--- config.mk ---
export PLATFORM = sky130hd
export DESIGN_NAME = external_interrupt_edge_controller_unit
export DESIGN_NICKNAME = d
export VERILOG_FILES = /design/src/rtl/eiec_pkg.sv /design/src/rtl/external_interrupt_edge_controller_unit.sv
export VERILOG_INCLUDE_DIRS = /design/src /design/src/rtl
export SDC_FILE = /design/constraint.sdc
export NUM_CORES = 1
export LEC_CHECK = 0
export BUFFER_PORTS_ARGS = -buffer_cell sky130_fd_sc_hd__buf_4
export CORE_MARGIN = 2
export CORE_UTILIZATION = 29
export CTS_CLUSTER_SIZE = 12
export DETAILED_ROUTE_END_ITERATION = 7
export SETUP_SLACK_MARGIN = 0.3
export SLEW_MARGIN = 0
export SYNTH_ARGS = -nofsm -noshare
export SYNTH_HDL_FRONTEND = slang
export SYNTH_SLANG_ARGS = --single-unit
--- constraint.sdc ---
create_clock -name clk -period 3.7 [get_ports clk]
set_input_delay 0.185 -clock clk [delete_from_list [all_inputs] [get_ports clk]]
set_output_delay 0.185 -clock clk [all_outputs]
set_load 0.005 [all_outputs]
--- src/rtl/external_interrupt_edge_controller_unit_assert.svh ---
// ----------------------------------------------------------------------------
// external interrupt edge controller - assertion macros
// concurrent checks clocked on clk, disabled while rst_n is low
// ----------------------------------------------------------------------------
`ifndef EXTERNAL_INTERRUPT_EDGE_CONTROLLER_UNIT_ASSERT_SVH
`define EXTERNAL_INTERRUPT_EDGE_CONTROLLER_UNIT_ASSERT_SVH

// same-cycle implication
`define EIEC_ASSERT_IMP(label, ante, cons) \
  label: assert property (@(posedge clk) disable iff (!rst_n) (ante) |-> (cons)) \
    else $error("eiec assertion failed");

// next-cycle implication
`define EIEC_ASSERT_NXT(label, ante, cons) \
  label: assert property (@(posedge clk) disable iff (!rst_n) (ante) |=> (cons)) \
    else $error("eiec assertion failed");

`endif

--- src/rtl/eiec_pkg.sv ---
// ----------------------------------------------------------------------------
// eiec_pkg
// widths, codes and defaults of the external interrupt edge controller
// ----------------------------------------------------------------------------
`default_nettype none

package eiec_pkg;

  localparam int unsigned LINE_W        = 16;  // lines carried by every field
  localparam int unsigned PORT_W        = 16;  // pins per gpio port
  localparam int unsigned CARRIED_PORTS = 4;   // ports carried by pin_levels
  localparam int unsigned SEL_W         = 4;   // port select bits per line
  localparam int unsigned PORT_IDX_W    = 2;   // index into the carried ports
  localparam int unsigned PINS_W        = CARRIED_PORTS * PORT_W;
  localparam int unsigned SELS_W        = LINE_W * SEL_W;

  localparam int unsigned NUM_LINES_DEF = 16;
  localparam int unsigned NUM_PORTS_DEF = 4;

  localparam int unsigned KIND_W   = 2;
  localparam int unsigned REGSEL_W = 2;
  localparam int unsigned IN_TUSER_W  = KIND_W + REGSEL_W;
  localparam int unsigned IN_TDATA_W  = 80;  // wdata, pin_levels
  localparam int unsigned OUT_TDATA_W = 40;  // rdata, irq_lines, irq_any, pad

  localparam int unsigned CFG_ADDR_W = 2;
  localparam int unsigned CFG_DATA_W = 64;

  // item kinds
  localparam logic [KIND_W-1:0] KIND_TICK  = 2'd0;
  localparam logic [KIND_W-1:0] KIND_WRITE = 2'd1;
  localparam logic [KIND_W-1:0] KIND_READ  = 2'd2;

  // bus registers
  localparam logic [REGSEL_W-1:0] REG_MASK = 2'd0;
  localparam logic [REGSEL_W-1:0] REG_SWT  = 2'd1;
  localparam logic [REGSEL_W-1:0] REG_PEND = 2'd2;

  // configuration register indexes
  localparam logic [CFG_ADDR_W-1:0] CFG_PORT_SEL = 2'd0;
  localparam logic [CFG_ADDR_W-1:0] CFG_RISE_EN  = 2'd1;
  localparam logic [CFG_ADDR_W-1:0] CFG_FALL_EN  = 2'd2;

endpackage

`default_nettype wire

--- src/rtl/external_interrupt_edge_controller_unit.sv ---
// ----------------------------------------------------------------------------
// external_interrupt_edge_controller_unit
// 16-line external interrupt controller: edge detect, mask, sw trigger
// ----------------------------------------------------------------------------
// channel   dir  handshake            payload
// in_       in   in_tvalid/in_tready  tuser kind, reg_sel; tdata wdata, pin_levels
// out_      out  out_tvalid/out_tready tdata rdata, irq_lines, irq_any
// cfg_      in   cfg_we               cfg_addr index, cfg_wdata value
//
// one transaction per cycle unless an out_tready stall holds the result register
// an input register feeds one pass of logic that updates state and loads
// the result register, which doubles as the skid stage for out_tready stalls
// rst_n is synchronous; it clears state, configuration and both valid flags
// ----------------------------------------------------------------------------
`default_nettype none

module external_interrupt_edge_controller_unit #(
  parameter int unsigned NUM_LINES = eiec_pkg::NUM_LINES_DEF,
  parameter int unsigned NUM_PORTS = eiec_pkg::NUM_PORTS_DEF
) (
  input  wire logic                             clk,
  input  wire logic                             rst_n,
  input  wire logic                             in_tvalid,
  output      logic                             in_tready,
  input  wire logic [eiec_pkg::IN_TDATA_W-1:0]  in_tdata,   // wdata, pin_levels
  input  wire logic [eiec_pkg::IN_TUSER_W-1:0]  in_tuser,   // kind, reg_sel
  output      logic                             out_tvalid,
  input  wire logic                             out_tready,
  output      logic [eiec_pkg::OUT_TDATA_W-1:0] out_tdata,  // rdata, irq_lines, irq_any
  input  wire logic                             cfg_we,
  input  wire logic [eiec_pkg::CFG_ADDR_W-1:0]  cfg_addr,
  input  wire logic [eiec_pkg::CFG_DATA_W-1:0]  cfg_wdata
);

  localparam int unsigned LW = eiec_pkg::LINE_W;
  localparam logic [LW-1:0] LINE_MASK = LW'((17'(1) << NUM_LINES) - 17'(1));
  localparam logic [eiec_pkg::SEL_W:0] PORT_LIMIT = (eiec_pkg::SEL_W + 1)'(NUM_PORTS);

  // configuration
  logic [eiec_pkg::SELS_W-1:0] sel_r;
  logic [LW-1:0]               rise_en_r;
  logic [LW-1:0]               fall_en_r;

  always_ff @(posedge clk) begin
    if (!rst_n) begin
      sel_r     <= '0;
      rise_en_r <= '0;
      fall_en_r <= '0;
    end else if (cfg_we) begin
      unique case (cfg_addr)
        eiec_pkg::CFG_PORT_SEL: sel_r     <= cfg_wdata;
        eiec_pkg::CFG_RISE_EN:  rise_en_r <= cfg_wdata[LW-1:0];
        eiec_pkg::CFG_FALL_EN:  fall_en_r <= cfg_wdata[LW-1:0];
        default: ;
      endcase
    end
  end

  // input register
  logic                              s1_valid_r;
  logic [eiec_pkg::KIND_W-1:0]       s1_kind_r;
  logic [eiec_pkg::REGSEL_W-1:0]     s1_reg_r;
  logic [LW-1:0]                     s1_wdata_r;
  logic [eiec_pkg::PINS_W-1:0]       s1_pins_r;
  logic                              out_free;
  logic                              s1_fire;
  logic                              in_fire;

  assign out_free  = !out_tvalid || out_tready;
  assign s1_fire   = s1_valid_r && out_free;
  assign in_tready = !s1_valid_r || out_free;
  assign in_fire   = in_tvalid && in_tready;

  always_ff @(posedge clk) begin
    if (!rst_n) begin
      s1_valid_r <= 1'b0;
    end else if (in_tready) begin
      s1_valid_r <= in_tvalid;
    end
  end

  always_ff @(posedge clk) begin
    if (in_fire) begin
      s1_kind_r  <= in_tuser[eiec_pkg::KIND_W-1:0];
      s1_reg_r   <= in_tuser[eiec_pkg::IN_TUSER_W-1:eiec_pkg::KIND_W];
      s1_wdata_r <= in_tdata[LW-1:0];
      s1_pins_r  <= in_tdata[LW +: eiec_pkg::PINS_W];
    end
  end

  // controller state
  logic [LW-1:0] prev_r, prev_nxt;
  logic [LW-1:0] mask_r, mask_nxt;
  logic [LW-1:0] pend_r, pend_nxt;
  logic [LW-1:0] soft_r, soft_nxt;

  logic [eiec_pkg::CARRIED_PORTS-1:0][eiec_pkg::PORT_W-1:0] pins;
  logic [LW-1:0]               levels;
  logic [LW-1:0]               wdata_m;
  logic [LW-1:0]               rdata;
  logic [LW-1:0]               irq;
  logic [eiec_pkg::SEL_W-1:0]  line_sel [LW];

  assign pins    = s1_pins_r;
  assign wdata_m = s1_wdata_r & LINE_MASK;

  // per-line port mux; selects past the port count read low
  always_comb begin
    for (int l = 0; l < LW; l++) begin
      line_sel[l] = sel_r[l*eiec_pkg::SEL_W +: eiec_pkg::SEL_W];
      levels[l] = ({1'b0, line_sel[l]} < PORT_LIMIT)
               && (line_sel[l][eiec_pkg::SEL_W-1:eiec_pkg::PORT_IDX_W] == '0)
               && pins[line_sel[l][eiec_pkg::PORT_IDX_W-1:0]][l];
    end
    levels = levels & LINE_MASK;
  end

  always_comb begin
    prev_nxt = prev_r;
    mask_nxt = mask_r;
    pend_nxt = pend_r;
    soft_nxt = soft_r;
    rdata    = '0;
    unique case (s1_kind_r)
      eiec_pkg::KIND_TICK: begin
        pend_nxt = pend_r | (((levels & ~prev_r & rise_en_r)
                            | (~levels & prev_r & fall_en_r)) & LINE_MASK);
        prev_nxt = levels;
      end
      eiec_pkg::KIND_WRITE: begin
        case (s1_reg_r)
          eiec_pkg::REG_MASK: mask_nxt = wdata_m;
          eiec_pkg::REG_SWT: begin
            // only newly raised trigger bits on unmasked lines set pending
            pend_nxt = pend_r | (wdata_m & ~soft_r & mask_r);
            soft_nxt = soft_r | wdata_m;
          end
          eiec_pkg::REG_PEND: begin
            pend_nxt = pend_r & ~wdata_m;
            soft_nxt = soft_r & ~wdata_m;
          end
          default: ;
        endcase
      end
      eiec_pkg::KIND_READ: begin
        case (s1_reg_r)
          eiec_pkg::REG_MASK: rdata = mask_r;
          eiec_pkg::REG_SWT:  rdata = soft_r;
          eiec_pkg::REG_PEND: rdata = pend_r;
          default:            rdata = '0;
        endcase
      end
      default: ;
    endcase
    irq = pend_nxt & mask_nxt & LINE_MASK;
  end

  always_ff @(posedge clk) begin
    if (!rst_n) begin
      prev_r <= '0;
      mask_r <= '0;
      pend_r <= '0;
      soft_r <= '0;
    end else if (s1_fire) begin
      prev_r <= prev_nxt;
      mask_r <= mask_nxt;
      pend_r <= pend_nxt;
      soft_r <= soft_nxt;
    end
  end

  // result register
  logic                             out_valid_r;
  logic [eiec_pkg::OUT_TDATA_W-1:0] out_data_r;

  always_ff @(posedge clk) begin
    if (!rst_n) begin
      out_valid_r <= 1'b0;
    end else if (out_free) begin
      out_valid_r <= s1_valid_r;
    end
  end

  always_ff @(posedge clk) begin
    if (s1_fire) begin
      out_data_r <= {(eiec_pkg::OUT_TDATA_W - 2*LW - 1)'(0), |irq, irq, rdata};
    end
  end

  assign out_tvalid = out_valid_r;
  assign out_tdata  = out_data_r;

`include "external_interrupt_edge_controller_unit_assert.svh"

  `EIEC_ASSERT_IMP(a_irq_any_match, out_tvalid,
                   out_tdata[2*LW] == (out_tdata[2*LW-1:LW] != '0))
  `EIEC_ASSERT_IMP(a_state_in_lines, 1'b1,
                   ((pend_r | mask_r | soft_r | prev_r) & ~LINE_MASK) == '0)
  `EIEC_ASSERT_NXT(a_pend_clear,
                   s1_fire && s1_kind_r == eiec_pkg::KIND_WRITE
                   && s1_reg_r == eiec_pkg::REG_PEND,
                   ((pend_r | soft_r) & $past(wdata_m)) == '0)
  `EIEC_ASSERT_NXT(a_prev_hold,
                   !(s1_fire && s1_kind_r == eiec_pkg::KIND_TICK),
                   $stable(prev_r))

endmodule

`default_nettype wire

# After elaboration in Yosys (flattened, before gate mapping)
# Index checks and enable logic that the tools add are counted.
dict set report classes {
  magnitude_cmp 32
  reduce_logical 64
  bitwise_logic 17
  muxes 38
  n_eq_ne 6
}
# operator n
set ops {}
lappend ops {{$bmux W16 S2} 16}
lappend ops {{$and A16 B16 Y16} 9}
lappend ops {{$pmux W16 S2} 3}
lappend ops {{$lt A4 B3 Y1 const B} 16}
lappend ops {{$not A16 Y16} 4}
lappend ops {{$or A16 B16 Y16} 4}
lappend ops {{$lt A2 B3 Y1 const B} 16}
lappend ops {{$mux W16} 3}
lappend ops {{$pmux W16 S3} 1}
lappend ops {{$logic_not A2 Y1} 19}
lappend ops {{$logic_and A1 B1 Y1} 34}
lappend ops {{$reduce_or A16 Y1} 1}
lappend ops {{$mux W15} 1}
lappend ops {{$mux W14} 1}
lappend ops {{$mux W13} 1}
lappend ops {{$mux W12} 1}
lappend ops {{$mux W11} 1}
lappend ops {{$mux W10} 1}
lappend ops {{$mux W9} 1}
lappend ops {{$mux W8} 1}
lappend ops {{$reduce_and A2 Y1} 4}
lappend ops {{$mux W7} 1}
lappend ops {{$eq A2 B1 Y1 const B} 3}
lappend ops {{$eq A2 B2 Y1 const B} 3}
lappend ops {{10 further kinds} 12}
dict set report word_totals {
  register_bits 279
  out_inout_bits 42
  wordCells 172
  inputBits 155
}

# Depth between registers and ports, before layout
# Gate-level depths: netlist of the first run.
dict set report depth {
  word_depth 11
  depth_mapped 12
  mapped_depth_nobuf 9
}

# Worst setup path before layout of the first run
# OpenSTA, ideal clock, no wires.
dict set report synth_path {
  kind {register to register}
  from {register out_valid_r, in the netlist out_tvalid}
  to {register s1_pins_r, in the netlist pins[0] (enable)}
  required_time_ps 3248
  path_buffers 0
  setup_ps 452
  stages_incl_launch_ff 4
  synth_period_minus_slack_ps 2964
  t_arrival_ps 2512
  slack_ps 736
  path_cell_list {dfxtp_1 nor2b_1 nand2_1 and2_1}
}
dict set report synth_via {
  elab_chain_len 4
}
# item line_no
set synth_rtl {}
lappend synth_rtl {{start, declared} external_interrupt_edge_controller_unit.sv:173} ;# logic out_valid_r;
lappend synth_rtl {{start signal, assigned} external_interrupt_edge_controller_unit.sv:180} ;# out_valid_r <= s1_valid_r;
lappend synth_rtl {{$logic_not A1 Y1} external_interrupt_edge_controller_unit.sv:69} ;# assign out_free = !out_tvalid || out_tready;
lappend synth_rtl {{$logic_or A1 B1 Y1} external_interrupt_edge_controller_unit.sv:69}
lappend synth_rtl {{$logic_or A1 B1 Y1} external_interrupt_edge_controller_unit.sv:71} ;# assign in_tready = !s1_valid_r || out_free;
lappend synth_rtl {{via in_tready} external_interrupt_edge_controller_unit.sv:24} ;# output logic in_tready,
lappend synth_rtl {{$logic_and A1 B1 Y1} external_interrupt_edge_controller_unit.sv:72} ;# assign in_fire = in_tvalid && in_tready;
lappend synth_rtl {{via in_fire} external_interrupt_edge_controller_unit.sv:67} ;# logic in_fire;
lappend synth_rtl {{end signal, assigned} external_interrupt_edge_controller_unit.sv:87} ;# s1_pins_r <= in_tdata[LW +: eiec_pkg::PINS_W];
lappend synth_rtl {{end, declared} external_interrupt_edge_controller_unit.sv:64} ;# logic [eiec_pkg::PINS_W-1:0] s1_pins_r;
# The timed path passes the listed nets, and every way through them passes these cells.
# A chain may end at the register's enable or synchronous reset.

# Worst setup path in the final report of the first run
dict set report layout_path {
  from {register s1_reg_r[0] (netlist name)}
  to {register out_data_r, in the netlist out_tdata[32], data pin}
}
dict set report layout_via {
  elab_chain_len 5
  word_cells_on_any_way 9
  classes_between {2 x eq/ne; 4 x mux; 1 x bitwise; 2 x reduce/logical}
}
# item line_no
set layout_rtl {}
lappend layout_rtl {{start, declared} external_interrupt_edge_controller_unit.sv:62} ;# logic [eiec_pkg::REGSEL_W-1:0] s1_reg_r;
lappend layout_rtl {{start signal, assigned} external_interrupt_edge_controller_unit.sv:85} ;# s1_reg_r <= in_tuser[eiec_pkg::IN_TUSER_W-1:eiec_pkg::KIND_W];
lappend layout_rtl {{$eq A2 B2 Y1 (tied with other cells)} external_interrupt_edge_controller_unit.sv:131} ;# case (s1_reg_r)
lappend layout_rtl {{$pmux W16 S2 or $mux W16 (tied branches)} external_interrupt_edge_controller_unit.sv:131}
lappend layout_rtl {{$pmux W16 S2 or $mux W16 (tied branches)} external_interrupt_edge_controller_unit.sv:124} ;# unique case (s1_kind_r)
lappend layout_rtl {{$and A16 B16 Y16 *} external_interrupt_edge_controller_unit.sv:155} ;# irq = pend_nxt & mask_nxt & LINE_MASK;
lappend layout_rtl {{via irq[7]} external_interrupt_edge_controller_unit.sv:101} ;# logic [LW-1:0] irq;
lappend layout_rtl {{$reduce_or A16 Y1 *} external_interrupt_edge_controller_unit.sv:186} ;# out_data_r <= {(eiec_pkg::OUT_TDATA_W - 2*LW - 1)'(0), |irq, irq, rdata};
lappend layout_rtl {{end signal, assigned} external_interrupt_edge_controller_unit.sv:186}
lappend layout_rtl {{end, declared} external_interrupt_edge_controller_unit.sv:174} ;# logic [eiec_pkg::OUT_TDATA_W-1:0] out_data_r;
# Mark *: on every way through the listed nets, which the timed path passes. The rest lies on a longest branch.

==> results of run 1 <==
## per-stage QoR
stage | cells | hold slack [ps]
after floorplan | 1099 | 284
after global placement | 1749 | 363
after global routing | 1962 | 27.8
after detailed placement | 1749 | 364
after CTS | 1962 | 6.37
final | 1962 | 29.5
## flip-flops by register name, indices dropped and copies added, names as in the netlist, 16 cells and up, named ones only
register    flops
pins           64
sel_r          64
out_tdata      33
fall_en_r      16
mask_r         16
pend_r         16
prev_r         16
rise_en_r      16
s1_wdata_r     16
## worst max-delay path, cell delays in order, from the launching register on
cell and delay [ps]:
edfxtp_1 390, inv_1 80, ha_1 340, and4b_1 420
a221oi_1 440, a21oi_1 170, or4_1 570, nor4b_2 310
nand3_1 110
## layout make-up
class	instances	share of cell area
clock buffers	47	0.0589
clock inverters	15	0.00641
inverters	10	0.00256
multi-input cells	739	0.260
flip-flops and latches	279	0.432
well taps	511	0.0409
repair buffers	361	0.198
## metal layers
layer,vias to the layer above,part of all wire,GRT usage
li1,4590,-,-
met1,4413,0.43,0.219
met2,328,0.48,0.271
met3,53,0.073,0.0397
met4,0,0.024,0.0593
met5,-,0,0
## cell families after synthesis
kind of cell,synth area share
DFF,0.608
other,0.000337
buffers and inverters,0.0299
AOI/OAI and AO/OA,0.154
muxes,0.0405
and+or+nand+nor,0.164
adders and majority gates,0.00450
## worst paths after layout
| check | to | slack, ps | cells after the start |
|---|---|---|---|
| max | out_tdata[32]$_DFFE_PP_ | 600 | 8 |
| min | pend_r[15]$_SDFFE_PN0P_ | 30 | 3 |
| max reg2reg | out_tdata[32]$_DFFE_PP_ | 600 | 8 |
| min reg2reg | rise_en_r[15]$_SDFFE_PN0P_ | 450 | 2 |
## power by group
part	switching, mW	total (mW)	internal [mW]	leakage (nW)
Clock	1.31	3.07	1.76	0.501
Combinational	0.306	0.644	0.338	2.79
Sequential	0.0851	3.43	3.34	2.44
## repair_timing
item | in CTS | in global routing
gates resized for setup | 0 | 0
buffers inserted | 0 | 0
hold buffers | 151 | 0
endpoints found under the hold margin | 182 | 0
## placed cells by master, fill, tap and decap left out, drive strengths merged, types with 2 or more instances in the layout
| cell | instances |
|---|---|
| buf | 210 |
| a221oi | 10 |
| o311a | 3 |
| or3b | 6 |
| clkinv | 12 |
| dlygate4sd3 | 151 |
| o31ai | 7 |
| mux2i | 18 |
| inv | 13 |
| nor2 | 55 |
| a31oi | 10 |
| a41o | 6 |
| and3b | 5 |
| nand3b | 3 |
| or3 | 4 |
| nand2 | 273 |
| and4b | 4 |
| a221o | 2 |
| a311o | 2 |
| edfxtp | 117 |
| nor4 | 2 |
| o21ai | 24 |
| nor2b | 19 |
| conb | 7 |
| mux4 | 12 |
| ha | 4 |
| a222oi | 16 |
| nor3 | 16 |
| a311oi | 16 |
| nand2b | 2 |
| clkbuf | 47 |
| dfxtp | 162 |
| and3 | 8 |
| a21oi | 177 |
| nand3 | 11 |
| o22ai | 5 |
==> flow_metrics.env, run 1 <==
export IMPL_critPathArrivalTime_ps=3360
export IMPL_antenna_found_initial=0
export IMPL_track_usage=0.167
export IMPL_avgSynthCellArea_um2=10.2
export IMPL_synth_edff_count=117
export IMPL_worstSkewPairLatency_ps=550
export IMPL_place_hpwl_um=21200
export IMPL_syn_inst=1093
export IMPL_hp_start="rst_n"
export IMPL_grt_max_degree=85
export IMPL_synth_async_reset_ratio=0
export IMPL_slew_violations=0
export IMPL_dpl_instance_area_mm2=0.0131
export IMPL_yosysWarnings=0
export IMPL_path_clk_slew_ps=60
export IMPL_tritoncts="built"
export IMPL_post_place_ws_ps=669
export IMPL_yosys_area_top_type="edfxtp_1"
export IMPL_ios=197
export IMPL_vias_per_cell=4.78
export IMPL_path_max_fanout=15
export IMPL_r2r_start="s1_reg_r[0]$_DFFE_PP_"
export IMPL_nets=1584
export IMPL_cts_buffer_depth=3
export IMPL_finClkSkew_ps=24.5
export IMPL_yosysMostFrequentCell="nand2_1"
export IMPL_final_core_util=0.414
export IMPL_drv_cap=0
export IMPL_via_count=9384
export IMPL_end_kind="register"
export IMPL_cts_made_buffers=34
export IMPL_finalCritPeriodShare=0.837
export IMPL_die_area_mm2=0.0399
export IMPL_coreArea_mm2=0.0378
export IMPL_status="finished, final reports clean"
export IMPL_p_leak_nw=5.73
export IMPL_rsz0062_at_grt="no"
export IMPL_hp_class="in -> reg"
export IMPL_syn_cell_area_mm2=0.0111
export IMPL_hold_violations=0
export IMPL_regArea_mm2=0.00676
export IMPL_start_util=0.295
export IMPL_fin_area_mm2=0.0156
export IMPL_antenna_cells=0
export IMPL_die_y_um=200
export IMPL_drtAntennaViolNets=0
export IMPL_cp_start_kind="register"
export IMPL_drive_above_1_share=0.198
export IMPL_ys_ff_latch=279
export IMPL_portBuffers=189
export IMPL_gp_congestion=0.864
export IMPL_p_per_area_mw_per_mm2=457
export IMPL_grt_pass1_vias=9311
export IMPL_finalSetupViolations=0
export IMPL_ir_worst_vdd_v=0.000351
export IMPL_ys_flop_type="dfxtp_1"
export IMPL_layout_setup_ws_ps=605
export IMPL_dr_pass1_iters=7
export IMPL_clock_fmax_ghz=0.323
export IMPL_multi_input_area_mm2=0.00407
export IMPL_yosysSeqAreaShare=0.608
export IMPL_critical_path_class="reg -> reg"
export IMPL_fill_cells=3560
export IMPL_htree_levels=2
export IMPL_first_iter_violations=830
export IMPL_synthTopCellsByCount="nand2_1, a21oi_1, dfxtp_1"
export IMPL_crit_required_ps=3960
export IMPL_die_width_um=200
export IMPL_tns_ps=0
export IMPL_cp_startpoint="s1_reg_r[0]$_DFFE_PP_"
export IMPL_wirelength_um=33400
export IMPL_drc=0
export IMPL_worstMarginPinSlew_ps=841
export IMPL_yosysUniqueCellTypes=53
export IMPL_root_buffer="clkbuf_16"
export IMPL_netlist_top_cells_area="edfxtp_1, dfxtp_1, nand2_1"
export IMPL_area_delta_synth_final_pct=40.5
export IMPL_grt_first_pass_wirelength_um=51200
export IMPL_totalPowerFinal_mw=7.14
export IMPL_grt_overflow=0
export IMPL_wl_per_cell_um=17.0
export IMPL_cts_sinks=279
export IMPL_core_rowCount=71
export IMPL_period_minus_slack_ps=3100
export IMPL_relSlewSlack=0.438
export IMPL_yosysTopAreaCellShare=0.316
(Power assumes the default switching activity.)
==> run 2, diff against run 1 <==
==> constraint.sdc (replaced) <==
create_clock -name clk -period 3.05 [get_ports clk]
set_input_delay 0.1525 -clock clk [delete_from_list [all_inputs] [get_ports clk]]
set_output_delay 0.1525 -clock clk [all_outputs]
set_load 0.005 [all_outputs]
==> flow_metrics.env, run 2 (same netlist as run 1, synthesis figures left out) <==
export IMPL_antenna_cells=0
export IMPL_period_minus_slack_ps=2670
export IMPL_final_core_util=0.418
export IMPL_die_area_mm2=0.0399
export IMPL_antenna_found_initial=1
export IMPL_track_usage=0.166
export IMPL_die_width_um=200
export IMPL_critical_path_class="reg -> reg"
export IMPL_power_frac_comb=0.096
export IMPL_dp_cells=1750
export IMPL_cts_buffer_depth=3
export IMPL_totalPowerFinal_mw=8.48
export IMPL_worstMarginPinSlew_ps=858
export IMPL_die_y_um=200
export IMPL_multi_input_area_mm2=0.00421
export IMPL_vias_per_cell=4.80
export IMPL_cts_sinks=279
export IMPL_regArea_mm2=0.00676
export IMPL_critPathArrivalTime_ps=2970
export IMPL_finalSetupViolations=0
export IMPL_nets=1587
export IMPL_drv_cap=0
export IMPL_status="finished, final reports clean"
export IMPL_slowest_stage="or4_4"
export IMPL_fill_cells=3604
export IMPL_slew_violations=0
export IMPL_relSlewSlack=0.426
export IMPL_clkPwrFrac=0.414
export IMPL_first_iter_violations=797
export IMPL_worstSkewPairLatency_ps=560
export IMPL_tns_ps=0
export IMPL_drc=0
export IMPL_start_util=0.295
export IMPL_grt_max_degree=62
export IMPL_switching_share=0.231
export IMPL_gp_congestion=0.863
export IMPL_wl_per_cell_um=17.2
export IMPL_final_cells=1962
export IMPL_p_leak_nw=5.76
export IMPL_tritoncts="built"
export IMPL_grt_pass1_vias=9317
export IMPL_rsz0062_at_grt="no"
export IMPL_p_sw_mw=1.96
export IMPL_most_common_layout_cells="nand2_1, buf_4, a21oi_1, dfxtp_1, dlygate4sd3_1"
export IMPL_whs_ps=128
export IMPL_p_per_area_mw_per_mm2=537
export IMPL_dr_pass1_iters=6
export IMPL_area_delta_synth_final_pct=41.8
export IMPL_max_stage_delay_ps=550
export IMPL_power_frac_seq=0.490
export IMPL_portBuffers=189
export IMPL_clock_fmax_ghz=0.375
export IMPL_finClkSkew_ps=13.4
export IMPL_power_internal_mw=6.52
export IMPL_core_rowCount=71
export IMPL_grt_first_pass_wirelength_um=51100
export IMPL_root_buffer="clkbuf_16"
export IMPL_path_max_fanout=18
export IMPL_grt_overflow=0
export IMPL_coreArea_mm2=0.0378
export IMPL_cts_made_buffers=30
export IMPL_end_kind="register"
export IMPL_drtAntennaViolNets=0
export IMPL_cp_start_kind="register"
export IMPL_hp_class="in -> reg"
export IMPL_finalCritPeriodShare=0.874
export IMPL_ios=197
export IMPL_wirelength_um=33700
export IMPL_drive_above_1_share=0.217
export IMPL_crit_chain="ha_2 -> buf_8 -> nand4b_1 -> nor3_2 -> a221oi_4 -> a21oi_2 -> or4_4 -> nor4b_2 -> nand3_1"
export IMPL_via_count=9412
export IMPL_path_clk_slew_ps=60
export IMPL_crit_required_ps=3350
export IMPL_hold_violations=0
export IMPL_final_common_cell="nand2_1"
export IMPL_ir_worst_vdd_v=0.000443
export IMPL_place_hpwl_um=21500
export IMPL_htree_levels=1
-- run 2: worst max-delay path, delay by kind of cell (launching register included) --
family | cells | cell delay [ps]
AOI/OAI and AO/OA | 2 | 330
adders and majority gates | 1 | 220
buffers and inverters | 1 | 170
DFF | 1 | 430
and+or+nand+nor | 5 | 1260
-- run 2: cell type report --
| class | count | share of cell area |
|---|---|---|
| Tap cell | 511 | 0.0405 |
| Multi-Input combinational cell | 739 | 0.267 |
| Sequential cell | 279 | 0.428 |
| Clock inverter | 7 | 0.00222 |
| Inverter | 10 | 0.00254 |
| Clock buffer | 48 | 0.0579 |
| Timing Repair Buffer | 368 | 0.201 |
-- run 2: what timing repair did --
item                       in CTS  in global routing
hold endpoints to repair      197                  0
hold buffers                  152                  0
buffers inserted                3                  2
setup endpoints to repair       1                  1
pin swaps                       2                  6
gates resized for setup         9                 21
-- run 2: final timing paths --
| check | start | depth (start not counted) | to | slack, ps |
|---|---|---|---|---|
| hold / removal | cfg_addr[1] | 5 | rise_en_r[10]$_SDFFE_PN0P_ | 130 |
| setup / recovery | s1_reg_r[0]$_DFFE_PP_ | 9 | out_tdata[32]$_DFFE_PP_ | 380 |
| hold reg to reg | sel_r[38]$_SDFFE_PN0P_ | 2 | sel_r[38]$_SDFFE_PN0P_ | 450 |
| setup reg to reg | s1_reg_r[0]$_DFFE_PP_ | 9 | out_tdata[32]$_DFFE_PP_ | 380 |
-- run 2: per-layer routing --
layer / vias up / global-route usage / part of all wire
li1: 4586 / - / -
met1: 4413 / 0.218 / 0.43
met2: 354 / 0.275 / 0.48
met3: 57 / 0.0339 / 0.072
met4: 2 / 0.0505 / 0.024
met5: - / 0 / 0.00039
-- run 2: metrics by stage --
step	area [um2]	setup WS [ps]
6_report	15800	385
4_1_cts	15700	302
3_3_place_gp	13100	220
5_1_grt	15800	297
2_1_floorplan	11100	375
3_5_place_dp	13100	87.2
-- run 2: power groups by stage --
stage / sequential, mW / clock (mW) / combinational [mW]
global placement: 4.23 / 0 / 0.620
floorplan: 4.20 / 0 / 0.307
CTS: 4.15 / 3.60 / 0.796
detailed placement: 4.23 / 0 / 0.628
finish: 4.16 / 3.51 / 0.813
global route: 4.17 / 3.77 / 0.883
